--- config.mk ---
export PLATFORM = sky130hd
export DESIGN_NAME = mfb_front
export DESIGN_NICKNAME = d
export VERILOG_FILES = /design/src/sv/mfb_pkg.sv /design/src/sv/mfb_front.sv
export SDC_FILE = /design/constraint.sdc
export NUM_CORES = 1
export LEC_CHECK = 0
export BUFFER_PORTS_ARGS = -buffer_cell sky130_fd_sc_hd__clkbuf_2
export CAP_MARGIN = 20
export CELL_PAD_IN_SITES_DETAIL_PLACEMENT = 1
export CELL_PAD_IN_SITES_GLOBAL_PLACEMENT = 2
export CORE_UTILIZATION = 42
export DETAILED_ROUTE_END_ITERATION = 16
export GPL_TIMING_DRIVEN = 0
export PLACE_DENSITY = 0.95
export SYNTH_ARGS = -nofsm -noshare
export SYNTH_HDL_FRONTEND = slang
export SYNTH_SLANG_ARGS = --single-unit
export TNS_END_PERCENT = 50
--- constraint.sdc ---
create_clock -name i_clk -period 11.51 [get_ports i_clk]
set_input_delay 2.302 -clock i_clk [delete_from_list [all_inputs] [get_ports i_clk]]
set_output_delay 2.302 -clock i_clk [all_outputs]
set_load 0.05 [all_outputs]
--- src/sv/mfb_pkg.sv ---
// Shared types, constants and face helpers of the mesh face builder.
package mfb_pkg;

    localparam int VERT_W    = 12;
    localparam int FACE_W    = 15;
    localparam int CELL_W    = 14;
    localparam int NUM_VERTS = 4096;
    localparam int NUM_FACES = 32768;
    localparam int NUM_CELLS = 16384;
    localparam int LIST_LEN  = 64;
    localparam int FCNT_W    = FACE_W + 1;
    localparam int CCNT_W    = CELL_W + 1;
    localparam int LEN_W     = 7;
    localparam int K_W       = 6;

    localparam logic [2:0] MODE_TRI  = 3'd0;
    localparam logic [2:0] MODE_QUAD = 3'd1;
    localparam logic [2:0] MODE_TET  = 3'd2;
    localparam logic [2:0] MODE_HEX  = 3'd3;
    localparam logic [2:0] MODE_PRI  = 3'd4;
    localparam logic [2:0] MODE_PYR  = 3'd5;

    typedef logic [VERT_W-1:0] t_vert;
    typedef logic [3:0][VERT_W-1:0] t_quad;
    typedef logic [7:0][VERT_W-1:0] t_hexa;

    typedef enum logic [2:0] {
        ST_NEW   = 3'd0,
        ST_BND1  = 3'd1,
        ST_BND2  = 3'd2,
        ST_INNER = 3'd3,
        ST_BFULL = 3'd4,
        ST_FFULL = 3'd5,
        ST_LFULL = 3'd6,
        ST_CFULL = 3'd7
    } t_status;

    typedef struct packed {
        logic       bnd;
        logic [5:0] face_en;
        t_hexa      h;
    } t_item;

    typedef struct packed {
        t_quad      v;
        logic       bnd;
        logic [1:0] cs;
    } t_face;

    typedef struct packed {
        logic [FACE_W-1:0] face;
        logic [CELL_W-1:0] cell_no;
        t_status           st;
        logic [2:0]        slot;
        logic              last;
    } t_res;

    function automatic t_quad face_q(input t_hexa h, input logic [2:0] f);
        t_quad q;
        unique case (f)
            3'd1: begin
                q[0] = h[4]; q[1] = h[5]; q[2] = h[6]; q[3] = h[7];
            end
            3'd2: begin
                q[0] = h[0]; q[1] = h[1]; q[2] = h[5]; q[3] = h[4];
            end
            3'd3: begin
                q[0] = h[1]; q[1] = h[2]; q[2] = h[6]; q[3] = h[5];
            end
            3'd4: begin
                q[0] = h[3]; q[1] = h[2]; q[2] = h[6]; q[3] = h[7];
            end
            3'd5: begin
                q[0] = h[0]; q[1] = h[3]; q[2] = h[7]; q[3] = h[4];
            end
            default: begin
                q[0] = h[0]; q[1] = h[1]; q[2] = h[2]; q[3] = h[3];
            end
        endcase
        return q;
    endfunction

    function automatic logic face_skip(input t_quad q);
        logic [1:0] rep;
        rep = 2'd0;
        if (q[0] == q[1] || q[0] == q[2] || q[0] == q[3]) rep = rep + 2'd1;
        if (q[1] == q[2] || q[1] == q[3]) rep = rep + 2'd1;
        if (q[2] == q[3]) rep = rep + 2'd1;
        return rep > 2'd1;
    endfunction

endpackage

--- src/sv/mfb_front.sv ---
// Front end: accepts elements, pads them to hexa form, marks live faces, queues them.
module mfb_front import mfb_pkg::*; (
    input  logic        i_clk,
    input  logic        i_rst_n,
    input  logic        i_push,
    input  logic [2:0]  i_mode,
    input  t_vert       i_vert_a,
    input  t_vert       i_vert_b,
    input  t_vert       i_vert_c,
    input  t_vert       i_vert_d,
    input  t_vert       i_vert_e,
    input  t_vert       i_vert_f,
    input  t_vert       i_vert_g,
    input  t_vert       i_vert_h,
    output logic        o_full,
    output logic        o_valid,
    output t_item       o_item,
    input  logic        i_take
);

    t_item      w_item;
    logic       w_known;
    logic       w_enq;
    t_item      r_q [2];
    logic       r_wp, r_rp;
    logic [1:0] r_cnt;

    always_comb begin
        w_item  = '0;
        w_known = 1'b1;
        unique case (i_mode)
            MODE_TRI, MODE_QUAD: begin
                w_item.bnd     = 1'b1;
                w_item.face_en = 6'b000001;
                w_item.h[0]    = i_vert_a;
                w_item.h[1]    = i_vert_b;
                w_item.h[2]    = i_vert_c;
                w_item.h[3]    = (i_mode == MODE_QUAD) ? i_vert_d : i_vert_c;
            end
            MODE_TET: begin
                w_item.h = {i_vert_d, i_vert_d, i_vert_d, i_vert_d,
                            i_vert_c, i_vert_c, i_vert_b, i_vert_a};
            end
            MODE_HEX: begin
                w_item.h = {i_vert_h, i_vert_g, i_vert_f, i_vert_e,
                            i_vert_d, i_vert_c, i_vert_b, i_vert_a};
            end
            MODE_PRI: begin
                w_item.h = {i_vert_f, i_vert_f, i_vert_e, i_vert_d,
                            i_vert_c, i_vert_c, i_vert_b, i_vert_a};
            end
            MODE_PYR: begin
                w_item.h = {i_vert_e, i_vert_e, i_vert_e, i_vert_e,
                            i_vert_d, i_vert_c, i_vert_b, i_vert_a};
            end
            default: begin
                w_known = 1'b0;
            end
        endcase
        if (!w_item.bnd) begin
            for (int f = 0; f < 6; f++) begin
                w_item.face_en[f] = !face_skip(face_q(w_item.h, 3'(f)));
            end
        end
    end

    assign o_full  = (r_cnt == 2'd2);
    assign o_valid = (r_cnt != 2'd0);
    assign o_item  = r_q[r_rp];
    assign w_enq   = i_push && !o_full && w_known;

    always_ff @(posedge i_clk) begin
        if (!i_rst_n) begin
            r_wp  <= 1'b0;
            r_rp  <= 1'b0;
            r_cnt <= 2'd0;
        end else begin
            if (w_enq) begin
                r_wp <= ~r_wp;
            end
            if (i_take && o_valid) begin
                r_rp <= ~r_rp;
            end
            r_cnt <= r_cnt + 2'(w_enq) - 2'(i_take && o_valid);
        end
    end

    always_ff @(posedge i_clk) begin
        if (w_enq) begin
            r_q[r_wp] <= w_item;
        end
    end

endmodule

==> report_table.html <==
<table>
<tr><th>Metric</th><th>Value</th></tr>
<tr><th colspan="2">Synthesis</th></tr>
<tr><td>Dominant cell by count in the synthesized netlist</td><td>sky130_fd_sc_hd__edfxtp_1</td></tr>
<tr><td>Average footprint of a synthesized cell</td><td>12.1 um2</td></tr>
<tr><td>Synth top area cells</td><td>sky130_fd_sc_hd__edfxtp_1, sky130_fd_sc_hd__mux2_2, sky130_fd_sc_hd__xnor2_1</td></tr>
<tr><td>Leading register cell type out of synthesis</td><td>sky130_fd_sc_hd__edfxtp_1</td></tr>
<tr><td>Fraction of synthesized cell area taken by the top area cell type</td><td>46.8%</td></tr>
<tr><td>Number of flops mapped to enable cells by yosys</td><td>206</td></tr>
<tr><td>Top cell type by total area after synthesis</td><td>sky130_fd_sc_hd__edfxtp_1</td></tr>
<tr><td>Sequential area share after synthesis</td><td>47.6%</td></tr>
<tr><td>Summed instance area of the synthesized netlist</td><td>13200 um2</td></tr>
<tr><td>Seq cells post-synth</td><td>211</td></tr>
<tr><td>Post-synthesis instance total</td><td>1096</td></tr>
<tr><td>Number of different library cells in the post-synthesis netlist</td><td>68</td></tr>
<tr><td>Async set or reset register ratio after synthesis</td><td>0%</td></tr>
<tr><td>Nets in the synthesized netlist</td><td>1201</td></tr>
<tr><td>Commonest cells in the synthesized netlist</td><td>sky130_fd_sc_hd__edfxtp_1, sky130_fd_sc_hd__xnor2_1, sky130_fd_sc_hd__xor2_1</td></tr>
<tr><td>Syn. warnings</td><td>0</td></tr>
<tr><th colspan="2">Global routing</th></tr>
<tr><td>Pin count of the biggest net entering global routing</td><td>34</td></tr>
<tr><td>Initial antenna violation count</td><td>0</td></tr>
<tr><td>Vias in the first global route</td><td>10800</td></tr>
<tr><td>Gr usage total</td><td>30.5%</td></tr>
<tr><td>First-pass GRT wire length</td><td>70500 um</td></tr>
<tr><td>Overflow left after global routing</td><td>0</td></tr>
<tr><th colspan="2">Detailed routing</th></tr>
<tr><td>Drt via density</td><td>5.97</td></tr>
<tr><td>DRT iter0 DRCs</td><td>940</td></tr>
<tr><td>Wirelength, routed</td><td>49100 um</td></tr>
<tr><td>Iteration count of the initial detailed-routing pass</td><td>7</td></tr>
<tr><td>Average wire length per cell after detail routing</td><td>28.6 um</td></tr>
<tr><td>Antenna-violating nets left</td><td>0</td></tr>
<tr><td>Total vias in the final route</td><td>10300</td></tr>
<tr><td>Post-detailed-route DRC marker count</td><td>0</td></tr>
<tr><th colspan="2">STA</th></tr>
<tr><td>Worst slew pin tran</td><td>1.11 ns</td></tr>
<tr><td>Total Negative Setup Slacks</td><td>0 ns</td></tr>
<tr><td>Unrepaired setup endpoints after global routing</td><td>false</td></tr>
<tr><td>Final hold vios</td><td>0</td></tr>
<tr><td>Normalized max-slew margin</td><td>26.2%</td></tr>
<tr><td>Setup-failing EPs final</td><td>0</td></tr>
<tr><td>Final Max Slew Viols</td><td>0</td></tr>
<tr><td>Share of the clock period used by the worst path</td><td>45.9%</td></tr>
<tr><td>Maximum clock rate</td><td>189 MHz</td></tr>
<tr><td>Worst hold margin</td><td>0.569 ns</td></tr>
<tr><td>Min Tclk post-route</td><td>5.29 ns</td></tr>
<tr><td>Worst clock skew</td><td>0.0254 ns</td></tr>
<tr><th colspan="2">Layout</th></tr>
<tr><td>Number of inserted filler cells in the final layout</td><td>3321</td></tr>
<tr><td>Antenna cell count</td><td>0</td></tr>
<tr><td>Synth-to-Final Area Change</td><td>16.5%</td></tr>
<tr><td>Fraction of final layout cells sized beyond drive strength 1</td><td>30.3%</td></tr>
<tr><td>Net count reported at finish</td><td>1412</td></tr>
<tr><th colspan="2">Clock network</th></tr>
<tr><td>CTS Hold Buffers Added</td><td>0</td></tr>
<tr><td>Number of setup buffers added after CTS</td><td>0</td></tr>
<tr><td>CTS resizes</td><td>0</td></tr>
<tr><td>Worst-path clk slew</td><td>0.06 ns</td></tr>
<tr><td>CTS sink count</td><td>211</td></tr>
<tr><td>H-Tree Depth</td><td>1</td></tr>
<tr><td>CTS tree</td><td>done</td></tr>
<tr><td>Number of buffers added by the clock tree synthesis step</td><td>22</td></tr>
<tr><td>Root cell of the clock tree</td><td>sky130_fd_sc_hd__clkbuf_16</td></tr>
<tr><td>Maximum clock path buffer count</td><td>3</td></tr>
<tr><td>Clock latency at the later pin of the worst-skew pair</td><td>0.52 ns</td></tr>
<tr><th colspan="2">Worst setup path</th></tr>
<tr><td>Req. time, crit path</td><td>9.21 ns</td></tr>
<tr><td>Kind of critical path</td><td>reg -&gt; out</td></tr>
<tr><td>Critical Path Fanout Max</td><td>10</td></tr>
<tr><td>Data arrival at the endpoint of the critical path</td><td>2.99 ns</td></tr>
<tr><td>Crit start category</td><td>register</td></tr>
<tr><td>Nature of the critical path endpoint</td><td>output pin</td></tr>
<tr><th colspan="2">Floorplan</th></tr>
<tr><td>Vertical die dimension</td><td>179 um</td></tr>
<tr><td>Die ar.</td><td>32200 um2</td></tr>
<tr><td>Initial standard-cell utilization of the core</td><td>43.0%</td></tr>
<tr><td>Site Rows</td><td>64</td></tr>
<tr><td>Area of the core region</td><td>30700 um2</td></tr>
<tr><td>Die W</td><td>179 um</td></tr>
<tr><td>I/O pin total</td><td>208</td></tr>
<tr><th colspan="2">Placed design</th></tr>
<tr><td>Half-perimeter wire length of the detailed placement result</td><td>36400 um</td></tr>
<tr><td>Buffers added on ports</td><td>181</td></tr>
<tr><td>Final estimated routing congestion in global placement</td><td>0.992</td></tr>
<tr><th colspan="2">Pwr</th></tr>
<tr><td>Leakage power</td><td>5.94 nW</td></tr>
<tr><td>Maximum resistive drop on vdd</td><td>92.4 uV</td></tr>
<tr><td>P per Cell Area</td><td>181 nW/um2</td></tr>
<tr><td>Power after layout</td><td>2.78 mW</td></tr>
<tr><th colspan="2">Outcome</th></tr>
<tr><td>Run status</td><td>finished, final reports clean</td></tr>
<tr><th colspan="2">Flow run</th></tr>
<tr><td>Max-Cap Viols</td><td>0</td></tr>
<tr><th colspan="2">Hold path</th></tr>
<tr><td>Hold/Removal Path Class</td><td>reg -&gt; reg</td></tr>
</table>
layer usage:
metal | global-route usage (%) | vias to the layer above | share of wire, %
li1 | - | 4404 | -
met1 | 38.6 | 5122 | 40
met2 | 50.1 | 579 | 47
met3 | 5.74 | 150 | 8.2
met4 | 14.5 | 0 | 5.2
met5 | 0 | - | 0
stage by stage:
stage / cells / worst slack, ns / cell area (um2) / util [%]
6_report: 1717 / 6.22 / 15400 / 50.1
5_1_grt: 1717 / 6.05 / 15400 / 50.1
4_1_cts: 1717 / 6.17 / 15400 / 50.1
3_5_place_dp: 1679 / 5.95 / 14800 / 48.0
3_3_place_gp: 1673 / 0.353 / 14600 / 47.5
2_1_floorplan: 1096 / 3.41 / 13200 / -
power by group:
part	switching (mW)	total, mW	leakage (nW)	internal, mW
Sequential	0.0215	0.962	1.96	0.941
Clock	0.292	0.655	0.320	0.363
Combinational	0.824	1.16	3.66	0.341
worst max-delay path: stages (launching register included):
cell	delay [ns]
sky130_fd_sc_hd__dfxtp_1	0.40
sky130_fd_sc_hd__clkbuf_1	0.76
sky130_fd_sc_hd__clkbuf_1	0.60
sky130_fd_sc_hd__mux2_2	0.44
sky130_fd_sc_hd__clkbuf_2	0.24
cell type report:
type / instances / area, um2 / area share, %
sequential: 211 / 6290 / 40.8
buffer: 70 / 342 / 2.22
tap: 396 / 495 / 3.22
clock buffer: 28 / 594 / 3.86
multi-input combinational: 744 / 6340 / 41.2
timing repair buffer: 187 / 1030 / 6.66
inverter: 71 / 267 / 1.73
clock inverter: 10 / 48.8 / 0.317
final timing paths:
path | startpoint | endpoint | slack [ns] | depth (start not counted)
max reg2reg | r_cnt[1] | r_q[0][58] | 9.24 | 7
min reg2reg | r_rp | register | 0.57 | 2
max | register | o_item[43] | 6.22 | 4
min | r_rp | register | 0.57 | 2
flip-flops by register name, indices dropped and copies added (netlist names), named ones only:
signal	flops
r_cnt	2
r_q	206
r_wp	1
r_rp	1
placed cells by master, fill, tap and decap left out, types with 7 or more instances in the layout:
cell type	instances
sky130_fd_sc_hd__inv_1	69
sky130_fd_sc_hd__o221ai_2	7
sky130_fd_sc_hd__o21ai_0	20
sky130_fd_sc_hd__nor4_1	36
sky130_fd_sc_hd__nor2_2	8
sky130_fd_sc_hd__nor2_1	22
sky130_fd_sc_hd__clkbuf_2	183
sky130_fd_sc_hd__o22ai_2	15
sky130_fd_sc_hd__clkbuf_1	46
sky130_fd_sc_hd__nor3_1	24
sky130_fd_sc_hd__clkbuf_16	23
sky130_fd_sc_hd__nand3_1	12
sky130_fd_sc_hd__xor2_1	120
sky130_fd_sc_hd__buf_2	10
sky130_fd_sc_hd__nor2b_1	7
sky130_fd_sc_hd__nand2_1	35
sky130_fd_sc_hd__xnor2_1	135
sky130_fd_sc_hd__nand4_1	22
sky130_fd_sc_hd__mux2i_1	60
sky130_fd_sc_hd__a2bb2oi_2	12
sky130_fd_sc_hd__and2_1	8
sky130_fd_sc_hd__edfxtp_1	206
sky130_fd_sc_hd__mux2_2	110
logic make-up (layout without fill, tap and decap cells):
family	count (synthesis)	after routing	synth area share, %
AOI/OAI and AO/OA	107	107	7.78
buffers and inverters	141	366	4.60
muxes	170	170	13.9
DFF	211	211	47.6
adders and majority gates	6	6	0.502
xor gates and xnor gates	255	255	16.9
and+or+nand+nor	206	206	8.73
No activity file was read; power rests on OpenSTA's default activity.
